`src/sv/sfpf_pkg.sv`:
```
// Shared types and constants for the spectral flatness block.
// No dependencies; used by every module of the block.
package sfpf_pkg;

    // Width of one signed spectrum component
    localparam int ITEM_W = 24;
    // Width of the frame length register and the bin counter
    localparam int CNT_W = 13;
    // Fraction bits of the log2 result
    localparam int FRAC_W = 16;
    // Width of the normalised mantissa in the log unit
    localparam int X_W = 24;
    // Width of the squared magnitude before the root
    localparam int RAD_W = 2 * ITEM_W;
    // Number of root iterations
    localparam int ROOT_STEPS = ITEM_W;
    // Number of fraction iterations in the log unit
    localparam int LG_STEPS = FRAC_W;

    // Flatness of 1.0 in Q1.15
    localparam logic [15:0] ONE_Q15 = 16'd32768;
    // Reset value of the frame length register
    localparam logic [CNT_W-1:0] BPF_RESET = 13'd512;
    // Register index of the frame length register
    localparam logic ADDR_BPF = 1'b0;

    // One queued request: absolute values of both components
    typedef struct packed {
        logic [ITEM_W-1:0] abs_re;
        logic [ITEM_W-1:0] abs_im;
    } bin_t;

    // Handshake between the sequencer and the log unit
    typedef struct packed {
        logic done;
        logic busy;
    } lg_stat_t;

endpackage

```
`src/sv/sfpf_lg.sv`:
```
// Iterative base-2 logarithm in fixed point, integer part and 16 fraction bits.
// Normalises one bit a cycle, then squares once a cycle. Depends on sfpf_pkg.
module sfpf_lg
#(
    parameter int W = 36
)
(
    input  logic                                        clk,
    input  logic                                        rst_n,
    input  logic                                        start,
    input  logic [W-1:0]                                arg,
    output sfpf_pkg::lg_stat_t                          stat,
    output logic [$clog2(W)+sfpf_pkg::FRAC_W-1:0]       result
);

    localparam int EW = $clog2(W);
    localparam logic [1:0] L_IDLE = 2'd0;
    localparam logic [1:0] L_NORM = 2'd1;
    localparam logic [1:0] L_SQ   = 2'd2;

    logic [1:0]                     state_reg, state_next;
    logic [W-1:0]                   v_reg, v_next;
    logic [EW-1:0]                  e_reg, e_next;
    logic [sfpf_pkg::X_W-1:0]       x_reg, x_next;
    logic [sfpf_pkg::FRAC_W-1:0]    frac_reg, frac_next;
    logic [3:0]                     k_reg, k_next;
    logic                           done_reg, done_next;
    logic [2*sfpf_pkg::X_W-1:0]     prod;
    logic [sfpf_pkg::X_W:0]         sq;

    // One squaring of the mantissa, Q1.23 back to Q2.23
    assign prod = x_reg * x_reg;
    assign sq   = prod[2*sfpf_pkg::X_W-1 -: sfpf_pkg::X_W+1];

    always_comb
    begin
        state_next = state_reg;
        v_next     = v_reg;
        e_next     = e_reg;
        x_next     = x_reg;
        frac_next  = frac_reg;
        k_next     = k_reg;
        done_next  = 1'b0;
        unique case (state_reg)
            L_IDLE:
            begin
                if (start)
                begin
                    v_next     = arg;
                    e_next     = EW'(W-1);
                    state_next = L_NORM;
                end
            end
            L_NORM:
            begin
                // Shift until the top bit is set, counting down the exponent
                if (v_reg[W-1])
                begin
                    x_next     = v_reg[W-1 -: sfpf_pkg::X_W];
                    frac_next  = '0;
                    k_next     = '0;
                    state_next = L_SQ;
                end
                else
                begin
                    v_next = {v_reg[W-2:0], 1'b0};
                    e_next = e_reg - 1'b1;
                end
            end
            L_SQ:
            begin
                frac_next = {frac_reg[sfpf_pkg::FRAC_W-2:0], sq[sfpf_pkg::X_W]};
                x_next    = sq[sfpf_pkg::X_W] ? sq[sfpf_pkg::X_W:1]
                                              : sq[sfpf_pkg::X_W-1:0];
                k_next    = k_reg + 1'b1;
                if (k_reg == 4'(sfpf_pkg::LG_STEPS-1))
                begin
                    done_next  = 1'b1;
                    state_next = L_IDLE;
                end
            end
            default:
            begin
                state_next = L_IDLE;
            end
        endcase
    end

    always_ff @(posedge clk or negedge rst_n)
    begin
        if (!rst_n)
        begin
            state_reg <= L_IDLE;
            done_reg  <= 1'b0;
        end
        else
        begin
            state_reg <= state_next;
            done_reg  <= done_next;
        end
    end

    always_ff @(posedge clk)
    begin
        v_reg    <= v_next;
        e_reg    <= e_next;
        x_reg    <= x_next;
        frac_reg <= frac_next;
        k_reg    <= k_next;
    end

    assign stat.done = done_reg;
    assign stat.busy = (state_reg != L_IDLE);
    assign result    = {e_reg, frac_reg};

    // A result is only reported once the squaring pass has finished.
    a_done_after_sq: assert property (@(posedge clk) disable iff (!rst_n)
        done_reg |-> $past(state_reg) == L_SQ)
        else $error("log result without a squaring pass");

endmodule

```
`src/sv/sfpf_back.sv`:
```
// Back end: magnitude root, accumulation and the per-frame flatness search.
// Depends on sfpf_pkg and sfpf_lg.
module sfpf_back
#(
    parameter int MAX_BINS = 4096,
    parameter int MSW = 36,
    parameter int LSW = 33
)
(
    input  logic                          clk,
    input  logic                          rst_n,
    input  logic [sfpf_pkg::CNT_W-1:0]    bins_per_frame,
    input  logic                          not_empty,
    input  sfpf_pkg::bin_t                head,
    output logic                          pop,
    output logic                          out_valid,
    input  logic                          out_stall,
    output logic [15:0]                   flatness,
    output logic                          silent
);

    localparam int CW  = sfpf_pkg::CNT_W;
    localparam int LGW = $clog2(MSW) + sfpf_pkg::FRAC_W;
    localparam int TW  = LGW + 3;
    localparam int ITW = $clog2(LSW + 25);

    localparam logic [3:0] S_IDLE  = 4'd0;
    localparam logic [3:0] S_SQA   = 4'd1;
    localparam logic [3:0] S_SQB   = 4'd2;
    localparam logic [3:0] S_ROOT  = 4'd3;
    localparam logic [3:0] S_ACC   = 4'd4;
    localparam logic [3:0] S_LGM   = 4'd5;
    localparam logic [3:0] S_END   = 4'd6;
    localparam logic [3:0] S_DIV   = 4'd7;
    localparam logic [3:0] S_LGN   = 4'd8;
    localparam logic [3:0] S_LGS   = 4'd9;
    localparam logic [3:0] S_SRCH  = 4'd10;
    localparam logic [3:0] S_SRCHW = 4'd11;
    localparam logic [3:0] S_EMIT  = 4'd12;

    logic [3:0]                      state_reg, state_next;
    logic [sfpf_pkg::ITEM_W-1:0]     a_reg, a_next, b_reg, b_next;
    logic [sfpf_pkg::RAD_W-1:0]      prod_reg, prod_next;
    logic [sfpf_pkg::RAD_W-1:0]      rem_reg, rem_next;
    logic [sfpf_pkg::RAD_W-1:0]      res_reg, res_next;
    logic [sfpf_pkg::RAD_W-1:0]      bit_reg, bit_next;
    logic [ITW-1:0]                  it_reg, it_next;
    logic [CW-1:0]                   cnt_reg, cnt_next;
    logic [MSW-1:0]                  msum_reg, msum_next;
    logic [LSW-1:0]                  lsum_reg, lsum_next;
    logic                            zero_reg, zero_next;
    logic [LSW-1:0]                  dq_reg, dq_next;
    logic [CW-1:0]                   drem_reg, drem_next;
    logic [LGW-1:0]                  lgn_reg, lgn_next;
    logic signed [TW-1:0]            t_reg, t_next;
    logic [15:0]                     lo_reg, lo_next, hi_reg, hi_next;
    logic [15:0]                     res_flat_reg, res_flat_next;
    logic                            res_sil_reg, res_sil_next;
    logic                            lg_go_reg, lg_go_next;
    logic [MSW-1:0]                  lg_arg_reg, lg_arg_next;
    logic                            ov_reg, ov_next;
    logic [15:0]                     flat_reg, flat_next;
    logic                            sil_reg, sil_next;

    logic [sfpf_pkg::RAD_W-1:0]      trial;
    logic [CW:0]                     dsh;
    logic [CW-1:0]                   n_eff;
    logic [16:0]                     mid_sum;
    logic [15:0]                     mid;
    logic                            out_free;
    sfpf_pkg::lg_stat_t              lg_stat;
    logic [LGW-1:0]                  lg_res;

    sfpf_lg #(.W(MSW)) u_lg
    (
        .clk    (clk),
        .rst_n  (rst_n),
        .start  (lg_go_reg),
        .arg    (lg_arg_reg),
        .stat   (lg_stat),
        .result (lg_res)
    );

    // Effective frame length: zero reads as one, clamped to the maximum
    always_comb
    begin
        if (bins_per_frame == '0)
        begin
            n_eff = CW'(1);
        end
        else if (32'(bins_per_frame) > MAX_BINS)
        begin
            n_eff = CW'(MAX_BINS);
        end
        else
        begin
            n_eff = bins_per_frame;
        end
    end

    assign trial    = res_reg + bit_reg;
    assign dsh      = {drem_reg, dq_reg[LSW-1]};
    assign mid_sum  = {1'b0, lo_reg} + {1'b0, hi_reg} + 17'd1;
    assign mid      = mid_sum[16:1];
    assign out_free = !ov_reg || !out_stall;
    assign pop      = (state_reg == S_IDLE) && not_empty;

    // Sequencer
    always_comb
    begin
        state_next    = state_reg;
        a_next        = a_reg;
        b_next        = b_reg;
        prod_next     = prod_reg;
        rem_next      = rem_reg;
        res_next      = res_reg;
        bit_next      = bit_reg;
        it_next       = it_reg;
        cnt_next      = cnt_reg;
        msum_next     = msum_reg;
        lsum_next     = lsum_reg;
        zero_next     = zero_reg;
        dq_next       = dq_reg;
        drem_next     = drem_reg;
        lgn_next      = lgn_reg;
        t_next        = t_reg;
        lo_next       = lo_reg;
        hi_next       = hi_reg;
        res_flat_next = res_flat_reg;
        res_sil_next  = res_sil_reg;
        lg_go_next    = 1'b0;
        lg_arg_next   = lg_arg_reg;
        ov_next       = ov_reg && out_stall;
        flat_next     = flat_reg;
        sil_next      = sil_reg;
        unique case (state_reg)
            S_IDLE:
            begin
                if (not_empty)
                begin
                    a_next     = head.abs_re;
                    b_next     = head.abs_im;
                    state_next = S_SQA;
                end
            end
            S_SQA:
            begin
                prod_next  = a_reg * a_reg;
                state_next = S_SQB;
            end
            S_SQB:
            begin
                rem_next   = prod_reg + b_reg * b_reg;
                res_next   = '0;
                bit_next   = sfpf_pkg::RAD_W'(1) << (sfpf_pkg::RAD_W - 2);
                it_next    = '0;
                state_next = S_ROOT;
            end
            S_ROOT:
            begin
                // One result bit of the integer square root per cycle
                if (rem_reg >= trial)
                begin
                    rem_next = rem_reg - trial;
                    res_next = (res_reg >> 1) + bit_reg;
                end
                else
                begin
                    res_next = res_reg >> 1;
                end
                bit_next = bit_reg >> 2;
                it_next  = it_reg + 1'b1;
                if (it_reg == ITW'(sfpf_pkg::ROOT_STEPS-1))
                begin
                    state_next = S_ACC;
                end
            end
            S_ACC:
            begin
                msum_next = msum_reg + MSW'(res_reg[sfpf_pkg::ITEM_W-1:0]);
                if (res_reg[sfpf_pkg::ITEM_W-1:0] == '0)
                begin
                    zero_next  = 1'b1;
                    state_next = S_END;
                end
                else
                begin
                    lg_go_next  = 1'b1;
                    lg_arg_next = MSW'(res_reg[sfpf_pkg::ITEM_W-1:0]);
                    state_next  = S_LGM;
                end
            end
            S_LGM:
            begin
                if (lg_stat.done)
                begin
                    lsum_next  = lsum_reg + LSW'(lg_res);
                    state_next = S_END;
                end
            end
            S_END:
            begin
                // Frame ends when the count reaches or passes the length
                if ({1'b0, cnt_reg} + (CW+1)'(1) < {1'b0, n_eff})
                begin
                    cnt_next   = cnt_reg + 1'b1;
                    state_next = S_IDLE;
                end
                else if (msum_reg == '0)
                begin
                    res_flat_next = sfpf_pkg::ONE_Q15;
                    res_sil_next  = 1'b1;
                    state_next    = S_EMIT;
                end
                else if (zero_reg)
                begin
                    res_flat_next = '0;
                    res_sil_next  = 1'b0;
                    state_next    = S_EMIT;
                end
                else
                begin
                    dq_next    = lsum_reg;
                    drem_next  = '0;
                    it_next    = '0;
                    state_next = S_DIV;
                end
            end
            S_DIV:
            begin
                // Restoring division of the log sum by the frame length
                if (dsh >= {1'b0, n_eff})
                begin
                    drem_next = CW'(dsh - {1'b0, n_eff});
                    dq_next   = {dq_reg[LSW-2:0], 1'b1};
                end
                else
                begin
                    drem_next = dsh[CW-1:0];
                    dq_next   = {dq_reg[LSW-2:0], 1'b0};
                end
                it_next = it_reg + 1'b1;
                if (it_reg == ITW'(LSW-1))
                begin
                    lg_go_next  = 1'b1;
                    lg_arg_next = MSW'(n_eff);
                    state_next  = S_LGN;
                end
            end
            S_LGN:
            begin
                if (lg_stat.done)
                begin
                    lgn_next    = lg_res;
                    lg_go_next  = 1'b1;
                    lg_arg_next = msum_reg;
                    state_next  = S_LGS;
                end
            end
            S_LGS:
            begin
                if (lg_stat.done)
                begin
                    t_next = $signed(TW'(dq_reg)) + $signed({3'b000, lgn_reg})
                           - $signed({3'b000, lg_res}) + $signed(TW'(15 * 65536));
                    lo_next    = '0;
                    hi_next    = sfpf_pkg::ONE_Q15;
                    state_next = S_SRCH;
                end
            end
            S_SRCH:
            begin
                // Binary search for the largest y with lg(y) within the target
                if (lo_reg < hi_reg)
                begin
                    lg_go_next  = 1'b1;
                    lg_arg_next = MSW'(mid);
                    state_next  = S_SRCHW;
                end
                else
                begin
                    res_flat_next = lo_reg;
                    res_sil_next  = 1'b0;
                    state_next    = S_EMIT;
                end
            end
            S_SRCHW:
            begin
                if (lg_stat.done)
                begin
                    if ($signed({3'b000, lg_res}) <= t_reg)
                    begin
                        lo_next = mid;
                    end
                    else
                    begin
                        hi_next = mid - 1'b1;
                    end
                    state_next = S_SRCH;
                end
            end
            S_EMIT:
            begin
                // Hand the result over and clear the frame accumulators
                if (out_free)
                begin
                    ov_next    = 1'b1;
                    flat_next  = res_flat_reg;
                    sil_next   = res_sil_reg;
                    cnt_next   = '0;
                    msum_next  = '0;
                    lsum_next  = '0;
                    zero_next  = 1'b0;
                    state_next = S_IDLE;
                end
            end
            default:
            begin
                state_next = S_IDLE;
            end
        endcase
    end

    always_ff @(posedge clk or negedge rst_n)
    begin
        if (!rst_n)
        begin
            state_reg <= S_IDLE;
            cnt_reg   <= '0;
            msum_reg  <= '0;
            lsum_reg  <= '0;
            zero_reg  <= 1'b0;
            lg_go_reg <= 1'b0;
            ov_reg    <= 1'b0;
        end
        else
        begin
            state_reg <= state_next;
            cnt_reg   <= cnt_next;
            msum_reg  <= msum_next;
            lsum_reg  <= lsum_next;
            zero_reg  <= zero_next;
            lg_go_reg <= lg_go_next;
            ov_reg    <= ov_next;
        end
    end

    always_ff @(posedge clk)
    begin
        a_reg        <= a_next;
        b_reg        <= b_next;
        prod_reg     <= prod_next;
        rem_reg      <= rem_next;
        res_reg      <= res_next;
        bit_reg      <= bit_next;
        it_reg       <= it_next;
        dq_reg       <= dq_next;
        drem_reg     <= drem_next;
        lgn_reg      <= lgn_next;
        t_reg        <= t_next;
        lo_reg       <= lo_next;
        hi_reg       <= hi_next;
        res_flat_reg <= res_flat_next;
        res_sil_reg  <= res_sil_next;
        lg_arg_reg   <= lg_arg_next;
        flat_reg     <= flat_next;
        sil_reg      <= sil_next;
    end

    assign out_valid = ov_reg;
    assign flatness  = flat_reg;
    assign silent    = sil_reg;

    // A silent frame always reports full flatness.
    a_silent_one: assert property (@(posedge clk) disable iff (!rst_n)
        (ov_reg && sil_reg) |-> (flat_reg == sfpf_pkg::ONE_Q15))
        else $error("silent frame without full flatness");

    // Flatness never exceeds 1.0.
    a_flat_range: assert property (@(posedge clk) disable iff (!rst_n)
        ov_reg |-> (flat_reg <= sfpf_pkg::ONE_Q15))
        else $error("flatness above 1.0");

endmodule

```
`config.mk`:
```
export PLATFORM = sky130hd
export DESIGN_NAME = sfpf_back
export DESIGN_NICKNAME = d
export VERILOG_FILES = /design/src/sv/sfpf_pkg.sv /design/src/sv/sfpf_lg.sv /design/src/sv/sfpf_back.sv
export SDC_FILE = /design/constraint.sdc
export NUM_CORES = 2
export LEC_CHECK = 0
export BUFFER_PORTS_ARGS = -buffer_cell sky130_fd_sc_hd__clkbuf_2
export CORE_UTILIZATION = 55
export CTS_CLUSTER_DIAMETER = 40
export DETAILED_ROUTE_END_ITERATION = 8
export GPL_TIMING_DRIVEN = 0
export PLACE_DENSITY_LB_ADDON = 0.15
export SLEW_MARGIN = 0
export SYNTH_ARGS = -nofsm -noshare
export SYNTH_HDL_FRONTEND = slang
export SYNTH_SLANG_ARGS = --single-unit
```
`constraint.sdc`:
```
create_clock -name clk -period 11.85 [get_ports clk]
set_input_delay 0 -clock clk [delete_from_list [all_inputs] [get_ports clk]]
set_output_delay 0 -clock clk [all_outputs]
set_load 0.01 [all_outputs]
```
; ---- Yosys cells after proc, flatten, opt, wreduce, memory -nomap -nowiden
; Index checks and enable logic that the tools add are counted.
; W data, S select, Z words.
[op_classes]
add_sub_neg = 18
n_mul = 3
magnitude_cmp = 6
eq_ne = 42
mux = 94
reduce_logical = 43
[ops]
columns = operator, n
row1 = $pmux W48 S2, 3
row2 = $mux W36, 7
row3 = $mux W16, 11
row4 = $mux W33, 5
row5 = $mul A24 B24 Y48, 3
row6 = $pmux W36 S2, 2
row7 = $pmux W36 S4, 1
row8 = $pmux W33 S2, 2
row9 = $pmux W16 S2, 4
row10 = $mux W13, 8
row11 = $add A48 B48 Y48, 2
row12 = $mux W48, 2
row13 = $pmux W13 S2, 2
row14 = $add A47 B48 Y48, 1
row15 = $ge A48 B48 Y1, 1
row16 = $mux W24, 2
row17 = $pmux W24 S2, 1
row18 = $pmux W4 S12, 1
row19 = $sub A48 B48 Y48, 1
row20 = $mux W4, 11
row21 = $add A36 B24 Y36, 1
row22 = $logic_not A36 Y1, 1
row23 = $ne A2 B2 Y1 const B, 17
row24 = $add A33 B22 Y33, 1
row25 = 53 further kinds, 116
[word_totals]
reg_bits = 619
in_bits = 65
out_inout_bits = 19
wordCells = 239

; ---- Depth between registers and ports, before layout
[depth]
ltp_word = 6
depth_mapped = 30
mapped_depth_nobuf = 28

; ---- Hierarchy
; From an unflattened synthesis, not the netlist that was laid out.
[unflattened]
hier_cells = 8935
area_unflattened_um2 = 85132.9
[modules_own_cells]
columns = mod, instances, cells_per_inst, area_per_inst_um2, seq_area_each_um2
row1 = sfpf_back, 1, 6838, 65286.4, 14719.1
row2 = sfpf_lg, 1, 2097, 19846.5, 2657.5

; ---- Worst setup path before layout
; Ideal clock, no wire load.
[synth_path]
path_type = reg2reg
start = reg res_reg[2] (netlist name)
end = reg rem_reg[0] (netlist name), enable pin
setup_ns = 0.527
arrival_ns = 7.924
required_ns = 11.323
slack_ns = 3.399
path_stages_with_launch = 22
path_buffers = 3
period_less_slack_ns = 8.451
path_cell_list = edfxtp_1 -> ha_1 -> a31oi_1 -> o21bai_1 -> a31oi_1 -> o21ai_1 -> a21oi_1 -> nor4b_2 -> nor2_1 -> a31oi_1 -> xor2_1 -> ha_1 -> clkbuf_1 -> nand3_1 -> or4_1 -> o41ai_1 -> and2_1 -> o31ai_2 -> a21o_1 -> buf_2 -> buf_4 -> a21boi_0
[synth_between]
elab_chain_cells = 4
[synth_rtl]
columns = item, line
row1 = from (decl), sfpf_back.sv:45  ; logic [sfpf_pkg::RAD_W-1:0] res_reg, res_next;
row2 = from (signal assigned), sfpf_back.sv:354  ; res_reg <= res_next;
row3 = $add A48 B48 Y48, sfpf_back.sv:101  ; assign trial = res_reg + bit_reg;
row4 = $ge A48 B48 Y1, sfpf_back.sv:162  ; if (rem_reg >= trial)
row5 = $ne A2 B2 Y1 (no line), n/a
row6 = $reduce_and A2 Y1 (no line), n/a
row7 = to (signal assigned), sfpf_back.sv:353  ; rem_reg <= rem_next;
row8 = to (decl), sfpf_back.sv:44  ; logic [sfpf_pkg::RAD_W-1:0] rem_reg, rem_next;
; Every way passes these cells.
; A chain may end at the register's enable or synchronous reset.

; ---- Worst setup path in the final report
[layout_path]
start = reg u_lg.x_reg[17] (netlist name)
end = reg u_lg.x_reg[20] (netlist name) (data pin)
[layout_between]
elab_chain_cells = 3
[layout_rtl]
columns = item, line
row1 = from (decl), sfpf_lg.sv:24  ; logic [sfpf_pkg::X_W-1:0] x_reg, x_next;
row2 = from (signal assigned), sfpf_lg.sv:107  ; x_reg <= x_next;
row3 = $mul A24 B24 Y48, sfpf_lg.sv:32  ; assign prod = x_reg * x_reg;
row4 = $mux W24, sfpf_lg.sv:73  ; x_next = sq[sfpf_pkg::X_W] ? sq[sfpf_pkg::X_W:1]
row5 = $pmux W24 S2, sfpf_lg.sv:44  ; unique case (state_reg)
row6 = "named net u_lg.x_next, one bit", sfpf_lg.sv:24
; The timed path passes the listed nets, and every way through them passes these cells.

==> run metrics <==
nets@finish=11.4k; initial DRC count=4983; worst hold stages=2; critical path capture point type=flip-flop; worst reg2reg path startpoint=u_lg.x_reg[17]; Data arrival, critical path=10.48 ns; worst clock skew=0.0976 ns; setup TNS=0 ns; post-CTS setup buffers=0; setup ws final=1.86 ns; drc violations=0; DP Cell Count=11.0k; Post-synth EDFFs=502; Routed Antenna Nets=0; GRT Residual Overflow=0; main flop type after synthesis=edfxtp_1; Synth Warn #=0; FF-to-FF End=u_lg.x_reg[20]; Core Footprint=153000 um^2; Synth top area share=0.316; port bufs=83; mean post-synth cell area=9.59 um^2; Synth area leaders=fa_1 (32%), edfxtp_1 (18%), ha_1 (12%), inv_1 (8.9%), nand2_1 (3.8%); CTS tree=built; nature of the critical path startpoint=flip-flop; largest net degree at the start of global routing=92; crit path from=u_lg.x_reg[17]; status=finished, final reports clean; Clock Path Buffers=3; first-pass GRT wire length=368000 um; Max Cap Violations=0; commonest non-fill, non-tap cells in the layout=inv_1 (2005), fa_1 (1339), nand2_1 (867); Reg2Reg Setup Slack=1.86 ns; Ports=84; Clock Tree Root=clkbuf_16; dominant cell type by area after synthesis=fa_1; H-tree depth=3; Post-Syn Nets=11.1k; routability cong.=0.972; CTS Sinks=594; final wirelength=233000 um; row count=143; DR vias=63.0k; Worst Path Required=12.34 ns; DP Worst Slack=1.98 ns; antenna violations before repair=13; fin area=92900 um^2; fin cells=11.3k; DP HPWL=189000 um; CP Class=reg -> reg; Initial Utilization=0.556; async set-reset flop share out of synthesis=0.155; FF-to-FF path depth=27; crit path time final=9.99 ns; die area=156000 um^2; Final Hold Viols=0; Die H=395 um; CTS Buf Count=109; termination of the worst setup path=u_lg.x_reg[20]; Slew Limit Headroom=0.286; most common cell after layout, fill and taps aside=inv_1; share of layout cells above drive strength 1=0.0432; clk_lat worst skew=0.79 ns; total iterations of the first detailed-routing run=8; DIE WIDTH=395 um; Slew Limit Fails=0; Syn Inst Count=8855; min-delay src=head[35]; placed inst area=88200 um^2; RSZ-0062 raised after global routing=false; Yosys reg bits=594; CP Max Fanout=10; all-layer global routing usage=0.305; WL per Instance=20.6 um; register area share after synthesis=0.205; Synth-to-Final Area Change=9.48%; post-DR vias/cell=5.58; final setup fails=0; Post-Syn Area=84900 um^2; Hold/Removal Path Class=in -> reg; vias in the first global route=66.4k; f_max=0.100 GHz; final worst path period share=0.843; Yosys cell types=98; Clock transition at path regs=0.06 ns; Slew @ Worst Pin=1.07 ns
## how the worst min path moves through the flow
| stage | end | slack [ns] |
|---|---|---|
| floorplan | cnt_reg[0] | -0.30 |
| global placement | a_reg[12] | 0.18 |
| detailed placement | out_valid | -0.17 |
| CTS | a_reg[11] | 0.00006 |
| global route | a_reg[11] | 0.03 |
| finish | a_reg[11] | 0.05 |
## kinds of logic after synthesis
family	Yosys count	share of synthesized area
buf+inv	2284	0.102
simple gates	2234	0.125
fa+ha+maj	2137	0.433
compound gates	1177	0.0908
flops	594	0.205
xor+xnor	389	0.0401
mux	39	0.00464
other cells	1	0.0000442
## stage by stage
stage | util | hold slack (ns)
6_report | 0.609 | 0.0466
5_1_grt | 0.609 | 0.0290
4_1_cts | 0.609 | 0.0000583
3_5_place_dp | 0.578 | -0.174
3_3_place_gp | 0.576 | 0.177
2_1_floorplan | - | -0.296
## timing repair
action / 4_1_cts / 5_1_grt
hold buffers: 97 / 0
resized for setup: 0 / 0
endpoints found under the hold margin: 159 / 0
## synth_stat cells (10+ instances only)
library cell	number
a21o_1	145
nor3_1	55
and4_1	10
inv_1	2005
edfxtp_1	502
clkbuf_1	253
a211oi_1	63
o21ai_1	14
a21boi_0	15
xnor2_1	223
a221oi_1	14
a21oi_1	281
o21bai_1	39
o41ai_1	10
xor2_1	166
mux2i_1	36
or2_2	22
or3_1	28
nand3_1	132
nor4_1	26
nor2_1	428
o22ai_1	10
ha_1	798
nand4_1	42
and3_1	55
nor2b_1	65
dfrtp_1	92
buf_4	10
nand2_1	868
a31oi_1	62
a22o_1	23
o21a_1	42
o211ai_1	17
fa_1	1339
o21ai_0	282
and2_1	426
o31ai_1	33
nand2b_1	50
## final cells by class
type,instances,area [um^2]
Tap cell,2030,2540
Buffer,277,1090
Clock inverter,85,957
Sequential cell,594,17400
Inverter,2007,7530
Multi-Input combinational cell,5977,59000
Antenna cell,2,5.00
Fill cell,13000,59700
Timing Repair Buffer,197,1700
Clock buffer,120,2780
## per-layer routing
metal  vias up  share of wire  routed length, um  track usage
met5         -        0.00016                 38            0
met1     31600           0.43             100000        0.425
met4         6          0.036               8380        0.109
met2      2354           0.45             106000        0.481
met3       486          0.081              18900       0.0528
li1      28600              -                  -            -
## critical path: stages, from the launching register on
cell and delay (ns):
edfxtp_1 0.66, clkbuf_1 0.48, clkbuf_1 0.59, nand2_1 0.28, fa_1 0.59, inv_1 0.05, fa_1 0.49, fa_1 0.56
inv_1 0.07, fa_1 0.50, inv_1 0.05, fa_1 0.48, fa_1 0.49, inv_1 0.05, fa_1 0.48, inv_1 0.06
ha_1 0.30, o21ai_0 0.15, or3_1 0.40, o22ai_1 0.78, o21ai_1 0.33, o31ai_1 0.56, o41ai_1 0.16, xnor2_1 0.29
buf_4 0.26, buf_4 0.21, mux2i_1 0.27, o21ai_0 0.10
Power is left out: the tool's default activity adds up to more than one toggle a clock period on the data nets, which glitch-free logic cannot reach.
