===== config.mk =====
export PLATFORM = sky130hd
export DESIGN_NAME = sfpf_front
export DESIGN_NICKNAME = d
export VERILOG_FILES = /design/src/sv/sfpf_pkg.sv /design/src/sv/sfpf_front.sv
export SDC_FILE = /design/constraint.sdc
export NUM_CORES = 1
export LEC_CHECK = 0
export BUFFER_PORTS_ARGS = -buffer_cell sky130_fd_sc_hd__buf_2
export CAP_MARGIN = 5
export CORE_MARGIN = 5
export CORE_UTILIZATION = 58
export DETAILED_ROUTE_END_ITERATION = 12
export PLACE_DENSITY_LB_ADDON = 0.3
export SETUP_SLACK_MARGIN = 0.1
export SLEW_MARGIN = 20
export SYNTH_ARGS = -nofsm -noshare
export SYNTH_HDL_FRONTEND = slang
export SYNTH_SLANG_ARGS = --single-unit

===== constraint.sdc =====
create_clock -name clk -period 3 [get_ports clk]
set_clock_uncertainty 0.05 [all_clocks]
set_input_delay 0.6 -clock clk [delete_from_list [all_inputs] [get_ports clk]]
set_output_delay 0.6 -clock clk [all_outputs]
set_load 0.02 [all_outputs]

===== src/sv/sfpf_pkg.sv =====
// Shared types and constants for the spectral flatness block.
// No dependencies; used by every module of the block.
package sfpf_pkg;

    // Width of one signed spectrum component
    localparam int ITEM_W = 24;
    // Width of the frame length register and the bin counter
    localparam int CNT_W = 13;
    // Fraction bits of the log2 result
    localparam int FRAC_W = 16;
    // Width of the normalised mantissa in the log unit
    localparam int X_W = 24;
    // Width of the squared magnitude before the root
    localparam int RAD_W = 2 * ITEM_W;
    // Number of root iterations
    localparam int ROOT_STEPS = ITEM_W;
    // Number of fraction iterations in the log unit
    localparam int LG_STEPS = FRAC_W;

    // Flatness of 1.0 in Q1.15
    localparam logic [15:0] ONE_Q15 = 16'd32768;
    // Reset value of the frame length register
    localparam logic [CNT_W-1:0] BPF_RESET = 13'd512;
    // Register index of the frame length register
    localparam logic ADDR_BPF = 1'b0;

    // One queued request: absolute values of both components
    typedef struct packed {
        logic [ITEM_W-1:0] abs_re;
        logic [ITEM_W-1:0] abs_im;
    } bin_t;

    // Handshake between the sequencer and the log unit
    typedef struct packed {
        logic done;
        logic busy;
    } lg_stat_t;

endpackage


===== src/sv/sfpf_front.sv =====
// Front end: takes bins, forms absolute values and queues them.
// Depends on sfpf_pkg.
module sfpf_front
(
    input  logic                               clk,
    input  logic                               rst_n,
    input  logic                               in_valid,
    output logic                               in_stall,
    input  logic signed [sfpf_pkg::ITEM_W-1:0] bin_real,
    input  logic signed [sfpf_pkg::ITEM_W-1:0] bin_imag,
    input  logic                               pop,
    output logic                               not_empty,
    output sfpf_pkg::bin_t                     head
);

    localparam int DEPTH = 4;
    localparam int PW = $clog2(DEPTH);

    sfpf_pkg::bin_t   mem_reg [DEPTH];
    logic [PW-1:0]    wptr_reg, wptr_next;
    logic [PW-1:0]    rptr_reg, rptr_next;
    logic [PW:0]      count_reg, count_next;
    logic             push;
    sfpf_pkg::bin_t   item;

    // Absolute values; the most negative input maps to 2^23 unsigned
    always_comb
    begin
        item.abs_re = bin_real[sfpf_pkg::ITEM_W-1] ? (~bin_real + 1'b1) : bin_real;
        item.abs_im = bin_imag[sfpf_pkg::ITEM_W-1] ? (~bin_imag + 1'b1) : bin_imag;
    end

    assign in_stall  = (count_reg == (PW+1)'(DEPTH));
    assign push      = in_valid && !in_stall;
    assign not_empty = (count_reg != '0);
    assign head      = mem_reg[rptr_reg];

    // Pointer and fill bookkeeping
    always_comb
    begin
        wptr_next  = push ? wptr_reg + 1'b1 : wptr_reg;
        rptr_next  = pop ? rptr_reg + 1'b1 : rptr_reg;
        count_next = count_reg + (PW+1)'(push) - (PW+1)'(pop);
    end

    always_ff @(posedge clk or negedge rst_n)
    begin
        if (!rst_n)
        begin
            wptr_reg  <= '0;
            rptr_reg  <= '0;
            count_reg <= '0;
        end
        else
        begin
            wptr_reg  <= wptr_next;
            rptr_reg  <= rptr_next;
            count_reg <= count_next;
        end
    end

    // Queue storage
    always_ff @(posedge clk)
    begin
        if (push)
        begin
            mem_reg[wptr_reg] <= item;
        end
    end

    // The sequencer only takes a request that is present.
    a_pop_nonempty: assert property (@(posedge clk) disable iff (!rst_n)
        pop |-> not_empty)
        else $error("request taken from an empty queue");

endmodule


## Word-level counts from Yosys, hierarchy flattened

Memories as Yosys holds them, arrays and structs flattened.
Index checks and enable logic that the tools add are counted.
Widths: inputs -> output; s select.

- Bits of input ports: 52
- Memory bits (writable): 192
- Register bits: 7
- Logic and storage cells: 20
- Memory bits (read-only): 0
- Memories: 1
- Output and inout port bits: 50
- Latch bits: 0

Memory list:

| name | words | bits a word | rd ports | clocked after Yosys merged registers in | wr ports | RTL line | RTL |
|---|---|---|---|---|---|---|---|
| mem_reg | 4 | 48 | 1 | 0 | 1 | sfpf_front.sv:19 | `sfpf_pkg::bin_t mem_reg [DEPTH];` |

- Reduce and logical (&&, ||, !) cells: 3
- Add/sub/neg operators: 6
- $mul: 0
- Magnitude comparators: 0
- Divide/modulo/power cells: 0
- Shift-type cells: 0
- Mux-type cells: 4
- Bitwise gates (word level): 2
- Equality and inequality tests: 1

Operator list:

| operator | number |
|---|---|
| $add 24x1->24 const B | 2 |
| $mux 24 | 2 |
| $not 24->24 | 2 |
| $add 2x1->2 const B | 2 |
| $add 3x1->3 | 1 |
| $eq 3x3->1 const B | 1 |
| $reduce_bool 3->1 | 1 |
| $sub 3x1->3 | 1 |
| $mux 1 | 2 |
| $logic_and 1x1->1 | 1 |
| $logic_not 1->1 | 1 |

## Logic depth before layout (Yosys ltp)

Gate-level depths: netlist (run 1).

- Depth in word-level cells: 5
- Gate-level depth with buffers: 10
- Mapped depth without buffers: 9

## Least setup slack after synthesis (run 1)

Ideal clock, no wire load.

- Path type: flip-flop to flip-flop
- From: register count_reg[2]
- To: memory mem_reg[0][0] in the netlist's numbering (enable)
- Cell stages (with the launch flop): 5
- Library setup time: 0.410 ns
- Buffers on the path: 1
- Path slack: 0.420 ns
- Arrival: 2.119 ns
- Data required time: 2.540 ns
- Period minus slack after synthesis: 2.580 ns
- Path through: dfrtp_1 nor3b_1 nor2b_1 clkbuf_1 and2_1

- Cells in the longest elaborated chain, start to end: 5

RTL lines:

| element | RTL line | RTL |
|---|---|---|
| start: declaration | sfpf_front.sv:22 | `logic [PW:0] count_reg, count_next;` |
| start signal: assignment | sfpf_front.sv:58 | `count_reg <= count_next;` |
| $eq 3x3->1 | sfpf_front.sv:33 | `assign in_stall = (count_reg == (PW+1)'(DEPTH));` |
| via in_stall | sfpf_front.sv:8 | `output logic in_stall,` |
| $logic_not 1->1 | sfpf_front.sv:34 | `assign push = in_valid && !in_stall;` |
| $logic_and 1x1->1 | sfpf_front.sv:34 |  |
| $mux 1 | sfpf_front.sv:65 | `if (push)` |
| $mux 1 (not written as such) | sfpf_front.sv:67 | `mem_reg[wptr_reg] <= item;` |
| end: declaration | sfpf_front.sv:19 |  |

The timed path passes the listed nets, and every way through them passes these cells.

==> out/qor.yml, run 1 <==
timing:
  fin_ws_ps: 416
  holdWs_ps: 336
  max_slew.worst_pin.slew_ps: 676
  maxSlewHeadroom_pct: 54.5
  finalMaxSlewViolations: 0
  rsz0062_at_grt: "false"
  tns_ps: 0
  setup_viol: 0
  finalHoldViolCount: 0
  fin_crit_sh_pct: 86.1
  fin_crit_ps: 2580
  fmax_mhz: 387
power_and_ir_drop:
  ir_drop_uv: 649
  power.leakage_nw: 3.34
  powerDensity_nw_per_um2: 953
global_route:
  grt_start_max_net_pins: 32
  track_usage_pct: 20.5
  grt_overflow: 0
  antenna_found_initial: 0
  grt_pass1_vias: 4619
  grt_pass1_wl_mm: 25.2
yosys:
  yosys.area.top_type: "edfxtp_1"
  ys.flop_type: "edfxtp_1"
  yosys-top-cells-area: "edfxtp_1 (70%), mux4_2 (13%), xnor2_1 (4.9%), dfrtp_1 (2.1%), o31ai_1 (1.4%)"
  ys_seq_area_share_pct: 71.7
  synth_edf_count: 192
  async_flop_share_pct: 3.52
  yosysUniqueCellTypes: 33
  syn_nets: 487
  synth-seq-cells: 199
  yosysWarnings: 0
  syn-cell-area_um2: 8290
  synth_most_common_cell: "edfxtp_1"
  synth_top_area_share_pct: 69.6
  synthCells: 426
  synth_common_cells: "edfxtp_1 (192), mux4_2 (48), xnor2_1 (46)"
  syn_area_per_cell_um2: 19.4
worst_setup_path:
  path_delay_family: "multiplexers"
  cp-end-kind: "output pin"
  worstPathMaxFanout: 12
  crit_path_cell_trace: "buf_4 -> mux4_2 -> buf_2"
  r2r_start: "count_reg[2]"
  critPathRequiredTime_ps: 2350
  crit_type: "flip-flop to output pin"
  slowest_stage: "mux4_2"
  start_kind: "flip-flop"
  crit_start: "rptr_reg[0]"
  slowest_delay_ps: 550
  cp.arrival_ps: 1930
  path_buf_inv: 2
clocking:
  numCtsBuffers: 17
  cts-root-buf: "clkbuf_16"
  clkLatencyLatePin_ps: 430
  cts_tree: "built"
  clk_pin_slew_ps: 60
  cts.sinks: 199
  clockBufferDepth: 2
  htree_levels: 4
  cts_resized: 0
finish:
  syn_to_final_growth_pct: 17.3
  finalNetCount: 609
  drive_gt1_share_pct: 37.0
  fin_util_pct: 69.7
  antenna_cells: 0
  num-fill-cells: 891
  largest_reg_flops: 192
  final_area_um2: 9720
min_path:
  min_from: "pop"
  min_path_type: "input pin to flip-flop"
floorplan:
  die_w_um: 130
  die_area_um2: 16800
  initial_core_util_pct: 59.5
  io_pins: 102
  core_um2: 13900
  num_rows: 43
  dieHeight_um: 130
routing:
  post-route-drc-count: 0
  wirelength_mm: 16.2
  vias: 4397
  vias_per_cell: 5.94
  drt-pass1-iter-count: 4
  ant_nets: 0
  wire_per_inst_um: 21.8
  drt_iter0_markers: 411
place:
  place_congestion: 0.861
  dpl_cell_area_um2: 9080
  io_buffers: 101
  dp_hpwl_mm: 10.5
  dp_slack_ps: 349
flow_run:
  max-cap-violations: 0
status:
  status: "completed"
stage by stage:
stage	instances	power [W]
after global routing	740	0.00967
after global placement	706	0.00693
after floorplan	426	0.00597
after detailed placement	706	0.00701
after CTS	738	0.00935
final	740	0.00926
worst paths after layout:
check                                to  slack [ps]  cells past startpoint
min in group asynchronous  count_reg[0]         480                      2
hold / removal              rptr_reg[0]         340                      2
max in group asynchronous   rptr_reg[0]        2240                      2
setup reg to reg           count_reg[1]         670                      9
setup / recovery               head[24]         420                      3
hold reg to reg            count_reg[0]         500                      1
power breakdown:
part	switching (W)	internal [W]	leakage, nW
clock	0.000955	0.00138	0.288
sequential	0.000162	0.00372	1.85
combinational	0.00181	0.00123	1.20
total	0.00292	0.00633	3.34
worst reg2reg max path, cell delays in order (launching register included):
cell,delay (ps)
dfrtp_1,410
nor3b_1,170
nor2b_1,470
inv_1,90
ha_1,290
inv_1,60
ha_1,120
inv_1,50
fa_1,480
inv_1,40
layout make-up:
cell class	count	area, um2	share of cell area (%)
Tap cell	180	225	2.32
Inverter	10	37.5	0.386
Multi-Input combinational cell	200	2240	23.0
Timing Repair Buffer	120	663	6.83
Sequential cell	199	5950	61.2
Clock inverter	14	183	1.88
Clock buffer	17	425	4.38
per-layer routing:
metal	global-route usage [%]	vias up	share of wire, %
met4	7.58	0	2.5
met1	27.0	2266	40
li1	-	1964	-
met2	33.5	139	52
met3	5.32	28	5.9
met5	0	-	0
cells in the final DEF (no fill, tap or decap), drive strengths merged, types with 8 or more instances in the layout:
cell | Yosys | routed
nand2 | 19 | 19
ha | 8 | 8
mux4 | 48 | 48
o21ai | 13 | 13
edfxtp | 192 | 192
xnor2 | 46 | 46
o31ai | 16 | 16
clkbuf | 8 | 17
buf | 9 | 119
inv | 10 | 11
logic make-up after synthesis:
group                    share of synthesized area (%)
flip-flops                                        71.7
AND/OR/NAND/NOR                                   4.24
multiplexers                                      13.0
XOR/XNOR                                          4.97
AO/OA/AOI/OAI                                     3.22
buffers and inverters                             1.37
adder cells (fa/ha/maj)                           1.45
what timing repair did:
action | 4_1_cts | 5_1_grt
endpoints found under the setup margin | 0 | 10
endpoints found under the hold margin | 7 | 0
hold buffers | 1 | 0
setup buffers | 0 | 2
(Power assumes the default switching activity.)
==> inputs of run 2 (changes only) <==
Settings changed: CORE_ASPECT_RATIO set to 0.8, CORE_UTILIZATION 58 to 52, GPL_TIMING_DRIVEN set to 0.
Clock period 3 ns to 2.3 ns, I/O delays scaled along.
==> run 2 against run 1 <==
The run now ends with negative setup slack left. Highest routed layer unchanged. Sequential power rose by 30%. Clock power up 20%. Via count shrank 1.6%. Core utilization fell by 4.5 points. Worst setup slack lost 470 ps. Global-route usage decreased by 2.7 points. Largest power group is now combinational logic. Routed wire length shrank 0.46%. Combinational power increased by 70%. Total power up 41%. Final cell count is 6.1% higher. Register-to-register slack worse by 430 ps.
==> out/qor.yml, run 2 (synthesized netlist as in run 1, its figures left out) <==
flow_run:
  max-cap-violations: 0  # unchanged
finish:
  final_area_um2: 10200  # +5.3%
  drive_gt1_share_pct: 37.7  # +0.76 points
  syn_to_final_growth_pct: 23.5
  final_common_cell: "edfxtp_1"
  mostFrequentLayoutCells: "edfxtp_1 (192), buf_2 (57), mux4_2 (48)"
  finalNetCount: 618  # +1.5%
  finalNonFillerCells: 785  # +6.1%
  antenna_cells: 0  # unchanged
  largest_reg_flops: 192  # unchanged
timing:
  finalHoldViolCount: 0  # unchanged
  max_slew.worst_pin.slew_ps: 773  # +96.7 ps
  maxSlewHeadroom_pct: 48.5  # -6.0 points
  setup_viol: 48  # +48
  fin_crit_ps: 2360
  fin_ws_ps: -55.2  # -471 ps
  rsz0062_at_grt: "true"
  fin_crit_sh_pct: 102
  fmax_mhz: 425
  tns_ps: -1350  # -1350 ps
  finalMaxSlewViolations: 0  # unchanged
clocking:
  clockBufferDepth: 2  # unchanged
  cts-root-buf: "clkbuf_16"
  clkLatencyLatePin_ps: 430  # about the same
  cts_tree: "built"
  htree_levels: 4  # unchanged
  cts.sinks: 199  # unchanged
  numCtsBuffers: 17  # unchanged
  clk_pin_slew_ps: 70  # about the same
global_route:
  grt_start_max_net_pins: 49  # +53%
  grt_pass1_vias: 4400  # -4.7%
  grt_pass1_wl_mm: 24.3  # -3.7%
  track_usage_pct: 17.9  # -2.7 points
  antenna_found_initial: 0  # unchanged
  grt_overflow: 0  # unchanged
worst_setup_path:
  cp-end-kind: "output pin"
  reg2reg_slack_ps: 240  # -430 ps
  crit_end: "head[4]"
  crit_path_cell_trace: "clkbuf_16 -> clkbuf_16 -> mux4_2 -> buf_6"
  worstPathMaxFanout: 5  # -7
  cp.arrival_ps: 1850  # -80 ps
  reg2reg_depth: 10  # +1
  cp_common_cell: "clkbuf_16"
  crit_start: "rptr_reg[0]"
  rr_endpoint: "count_reg[1]"
  slowest_stage: "mux4_2"
  crit_type: "flip-flop to output pin"
  r2r_start: "count_reg[1]"
  slowest_delay_ps: 510  # -40 ps
  critPathRequiredTime_ps: 1790  # -560 ps
  start_kind: "flip-flop"
status:
  violations: "negative setup slack"
  status: "finished with violations"
floorplan:
  die_w_um: 151  # +17%
  dieHeight_um: 123  # -5.1%
  die_area_um2: 18600  # +11%
  num_rows: 41  # -4.7%
  initial_core_util_pct: 52.8  # -6.7 points
  io_pins: 102  # unchanged
  core_um2: 15700  # +13%
routing:
  vias: 4327  # -1.6%
  drt-pass1-iter-count: 5  # +1
  wirelength_mm: 16.1  # -0.46%
  vias_per_cell: 5.51  # -7.2%
  post-route-drc-count: 0  # unchanged
  ant_nets: 0  # unchanged
  drt_iter0_markers: 310  # -25%
  wire_per_inst_um: 20.5  # -6.2%
place:
  place_congestion: 0.870  # +1.1%
  dpl_cell_area_um2: 9070  # about the same
  dp_hpwl_mm: 10.2  # -3.3%
  io_buffers: 101  # unchanged
  dp.cells: 742  # +5.1%
power_and_ir_drop:
  powerDensity_nw_per_um2: 1270  # +33%
  ir_drop_uv: 822  # +27%
  power.leakage_nw: 3.52  # +5.4%
  total_power_w: 0.0130  # +41%
min_path:
  min_path_type: "input pin to flip-flop"
[run 2: worst max-delay path, delay by kind of cell (launching register included)]
kind     cells  cell delay (ps)
flops        1              420
buf+inv      3              480
mux          1              510
[run 2: how the worst min path moves through the flow]
stage / endpoint / slack (ps) / depth (start not counted) / start
finish: rptr_reg[0] / 210 / 2 / pop
global route: rptr_reg[0] / 210 / 2 / pop
CTS: rptr_reg[0] / 200 / 2 / pop
detailed placement: count_reg[0] / 260 / 1 / rst_n
global placement: count_reg[0] / 250 / 1 / rst_n
floorplan: count_reg[0] / 110 / 0 / rst_n
[run 2: report_power, final]
group	leakage (nW)	switching [W]	total, W	internal (W)
Combinational	1.39	0.00257	0.00517	0.00261
Clock	0.276	0.00137	0.00280	0.00143
Sequential	1.85	0.000191	0.00504	0.00485
[run 2: stage by stage]
step	utilization, %	hold slack [ps]	worst slack [ps]
2_1_floorplan	-	114	109
3_3_place_gp	57.8	249	-342
3_5_place_dp	57.8	258	-378
4_1_cts	62.5	198	-83.5
5_1_grt	65.2	206	-114
6_report	65.2	214	-55.2
[run 2: area by class of cell]
class,count,area [um2]
flip-flops and latches,199,5940
clock buffers,17,425
well taps,215,269
clock inverters,15,131
multi-input cells,200,2260
fillers,1081,5470
inverters,10,37.5
repair buffers,112,973
plain buffers,17,195
[run 2: layer usage]
metal | share of wire, % | wire, um | GRT usage (%) | up-vias
li1 | - | - | - | 1998
met3 | 4.8 | 771 | 4.07 | 12
met1 | 43 | 6970 | 24.2 | 2216
met4 | 1.1 | 184 | 6.51 | 0
met5 | 0 | 0 | 0 | -
met2 | 51 | 8150 | 28.9 | 101
[run 2: timing repair]
item	CTS	global route
hold buffers	1	0
gates cloned	0	6
hold endpoints to repair	7	0
setup buffers	1	3
pin swaps	0	0
gates resized for setup	45	88
endpoints found under the setup margin	54	62
==> inputs of run 3 (changes only) <==
Settings changed: ABC_AREA set to 1, CORE_UTILIZATION 52 to 53, SETUP_SLACK_MARGIN 0.1 to 0.5.
==> run 3 against run 2 <==
The flow still finishes with violations (negative setup slack). Via count increased by 57%. Largest power group unchanged. Worst setup slack improved by 16 ps. Worst hold slack worse by 18 ps. Register-to-register slack improved by 30 ps. Critical path type unchanged. Die area rose by 4.3%. Cell area rose by 16%. Total power up 24%.
==> out/qor.yml, run 3 <==
timing:
  fmax_mhz: 427  # +0.66%
  max_slew.worst_pin.slew_ps: 503  # -270 ps
  fin_crit_ps: 2340  # -15.5 ps
  fin_ws_ps: -39.7  # +15.5 ps
  setup_viol: 5  # -90%
  fin_crit_sh_pct: 102  # -0.68 points
  rsz0062_at_grt: "true"
  maxSlewHeadroom_pct: 66.1  # +18 points
  finalHoldViolCount: 0  # unchanged
  finalMaxSlewViolations: 0  # unchanged
worst_setup_path:
  reg2reg_depth: 9  # -1
  start_kind: "flip-flop"
  crit_start: "rptr_reg[0]"
  worstPathMaxFanout: 10  # +5
  crit_type: "flip-flop to output pin"
  slowest_delay_ps: 370  # -140 ps
  crit_end: "head[32]"
  crit_cells: 6  # +2
  cp-end-kind: "output pin"
  critPathRequiredTime_ps: 1790  # about the same
  cp.arrival_ps: 1830  # -20 ps
  path_delay_family: "buffers and inverters"
  rr_endpoint: "count_reg[1]"
  r2r_start: "count_reg[1]"
  crit_path_cell_trace: "buf_8 -> clkinv_8 -> clkbuf_4 -> o21ai_0 -> o22ai_2 -> buf_4"
  slowest_stage: "dfrtp_1"
  reg2reg_slack_ps: 270  # +30 ps
  path_buf_inv: 4  # +1
floorplan:
  die_area_um2: 19400  # +4.3%
  initial_core_util_pct: 53.8  # +0.97 points
  dieHeight_um: 126  # +2.1%
  core_um2: 16400  # +4.8%
  io_pins: 102  # unchanged
  num_rows: 42  # +2.4%
  die_w_um: 154  # +2.2%
power_and_ir_drop:
  p_sw_w: 0.00627  # +52%
  total_power_w: 0.0161  # +24%
  p_int_w: 0.00984  # +11%
  power.leakage_nw: 4.46  # +27%
  power_frac_clock_pct: 18.0  # -3.5 points
  power_frac_comb_pct: 50.3  # +11 points
  ir_drop_uv: 841  # +2.2%
  swShare_pct: 38.9  # +7.2 points
  powerDensity_nw_per_um2: 1360  # +6.9%
  p_seq_share_pct: 31.7  # -7.0 points
yosys:
  synth_edf_count: 192  # unchanged
  yosys-top-cells-area: "edfxtp_1 (65%), nor2_1 (6.1%), o21ai_0 (5.7%), nand2_1 (4.2%), o22ai_1 (3.4%)"
  syn_nets: 844  # +73%
  async_flop_share_pct: 3.52  # unchanged
  synthCells: 783  # +84%
  yosysUniqueCellTypes: 32  # -3.0%
  synth_most_common_cell: "edfxtp_1"
  syn-cell-area_um2: 8840  # +6.7%
  synth_common_cells: "edfxtp_1 (192), nor2_1 (144), o21ai_0 (100)"
  syn_area_per_cell_um2: 11.3  # -42%
  yosys.area.top_type: "edfxtp_1"
  synth_top_area_share_pct: 65.2  # -4.4 points
  synth-seq-cells: 199  # unchanged
  ys.flop_type: "edfxtp_1"
  ys_seq_area_share_pct: 67.2  # -4.5 points
  yosysWarnings: 0  # unchanged
flow_run:
  max-cap-violations: 0  # unchanged
global_route:
  grt_pass1_vias: 6205  # +41%
  grt_overflow: 0  # unchanged
  antenna_found_initial: 1  # +1
  grt_start_max_net_pins: 25  # -49%
  track_usage_pct: 22.3  # +4.5 points
  grt_pass1_wl_mm: 33.3  # +37%
status:
  status: "finished with violations"
  violations: "negative setup slack"
finish:
  largest_reg_flops: 192  # unchanged
  mostFrequentLayoutCells: "edfxtp_1 (192), nor2_1 (102), nand2_1 (98)"
  final_area_um2: 11800  # +16%
  final_common_cell: "edfxtp_1"
  drive_gt1_share_pct: 35.0  # -2.7 points
  syn_to_final_growth_pct: 34.0
  finalNetCount: 1010  # +63%
clocking:
  cts_tree: "built"
  cts.sinks: 199  # unchanged
  clk_pin_slew_ps: 70  # about the same
  htree_levels: 4  # unchanged
  numCtsBuffers: 17  # unchanged
  cts-root-buf: "clkbuf_16"
  clkLatencyLatePin_ps: 440  # about the same
  clockBufferDepth: 2  # unchanged
place:
  dpl_cell_area_um2: 9840  # +8.4%
  io_buffers: 100  # -0.99%
  dp_hpwl_mm: 14.3  # +41%
  place_congestion: 0.920  # +5.7%
min_path:
  min_path_type: "input pin to flip-flop"
routing:
  post-route-drc-count: 0  # unchanged
  wirelength_mm: 23.3  # +45%
  drt_iter0_markers: 777  # +150%
  ant_nets: 0  # unchanged
  drt-pass1-iter-count: 7  # +2
  vias_per_cell: 5.73  # +3.9%
  vias: 6776  # +57%
  wire_per_inst_um: 19.7  # -3.7%
==> run 3: cell count changes after synthesis, moves of 11 or more <==
cell / before / now
nor2_1: 3 / 144
inv_1: 10 / 43
xor2_1: 1 / 12
o21ai_0: 13 / 100
nand3_1: 2 / 27
xnor2_1: 46 / 16
o31ai_1: 16 / 0
nand2_1: 19 / 98
mux4_2: 48 / 0
o22ai_1: 0 / 48
==> run 3: power by group through the flow <==
stage	Combinational (W)	Sequential [W]	Clock, W
after floorplan	0.00325	0.00507	0
after global placement	0.00499	0.00512	0
after detailed placement	0.00529	0.00511	0
after CTS	0.00712	0.00507	0.00289
after global routing	0.00855	0.00516	0.00307
final	0.00810	0.00511	0.00290
==> run 3: stage by stage <==
step	cells	util, %	setup TNS (ps)	setup WS (ps)	hold slack [ps]
2_1_floorplan	783	-	0	104	114
3_3_place_gp	1103	58.6	-28490	-173	255
3_5_place_dp	1111	59.8	-63.0	-41.3	256
4_1_cts	1160	68.7	0	4.55	192
5_1_grt	1183	72.0	-1470	-80.8	191
6_report	1183	72.0	-80.3	-39.7	196
==> run 3: kinds of logic (layout without fill, tap and decap cells) <==
family / after synthesis / after routing / share of synthesized area [%]
xor+xnor: 28 / 28 / 2.77
flops: 199 / 199 / 67.2
other cells: 0 / 1 / 0
fa+ha+maj: 9 / 9 / 1.36
simple gates: 299 / 299 / 14.1
buf+inv: 81 / 260 / 4.02
compound gates: 167 / 167 / 10.6
==> run 3: worst min-delay path by stage <==
stage,slack (ps),start,depth (start not counted),end
6_report,200,bin_imag[0],1,mem_reg[1][0]
2_1_floorplan,110,rst_n,0,count_reg[0]
3_5_place_dp,260,rst_n,1,count_reg[2]
4_1_cts,190,bin_imag[0],1,mem_reg[0][0]
5_1_grt,190,bin_imag[0],1,mem_reg[2][0]
3_3_place_gp,260,rst_n,1,count_reg[1]
==> run 3: timing repair <==
| item | 4_1_cts | 5_1_grt |
|---|---|---|
| endpoints found under the hold margin | 7 | 0 |
| buffers inserted | 14 | 18 |
| gates resized for setup | 229 | 120 |
| pin swaps | 36 | 15 |
| hold buffers | 1 | 0 |
| gates cloned | 2 | 4 |
| setup endpoints to repair | 167 | 64 |
==> run 3: area by class of cell <==
| type | count | area [um2] |
|---|---|---|
| Sequential cell | 199 | 5940 |
| Multi-Input combinational cell | 503 | 3070 |
| Timing Repair Buffer | 147 | 1410 |
| Tap cell | 220 | 275 |
| Fill cell | 1096 | 4600 |
| Inverter | 45 | 184 |
| Clock buffer | 17 | 425 |
| Buffer | 36 | 389 |
| Antenna cell | 1 | 2.50 |
| Clock inverter | 15 | 156 |
==> run 3: worst register-to-register path, stage by stage, from the launching register on <==
cell	delay, ps
dfrtp_1	390
or2_4	260
o21ai_4	170
buf_6	120
ha_4	180
inv_2	60
ha_4	120
inv_2	30
fa_2	520
inv_2	30
==> run 3: metal layers <==
metal / global-route usage, % / up-vias / part of all wire [%]
li1: - / 3099 / -
met1: 32.6 / 3299 / 42
met4: 6.33 / 0 / 1.8
met5: 0 / - / 0
met2: 34.7 / 344 / 48
met3: 4.15 / 34 / 8.1
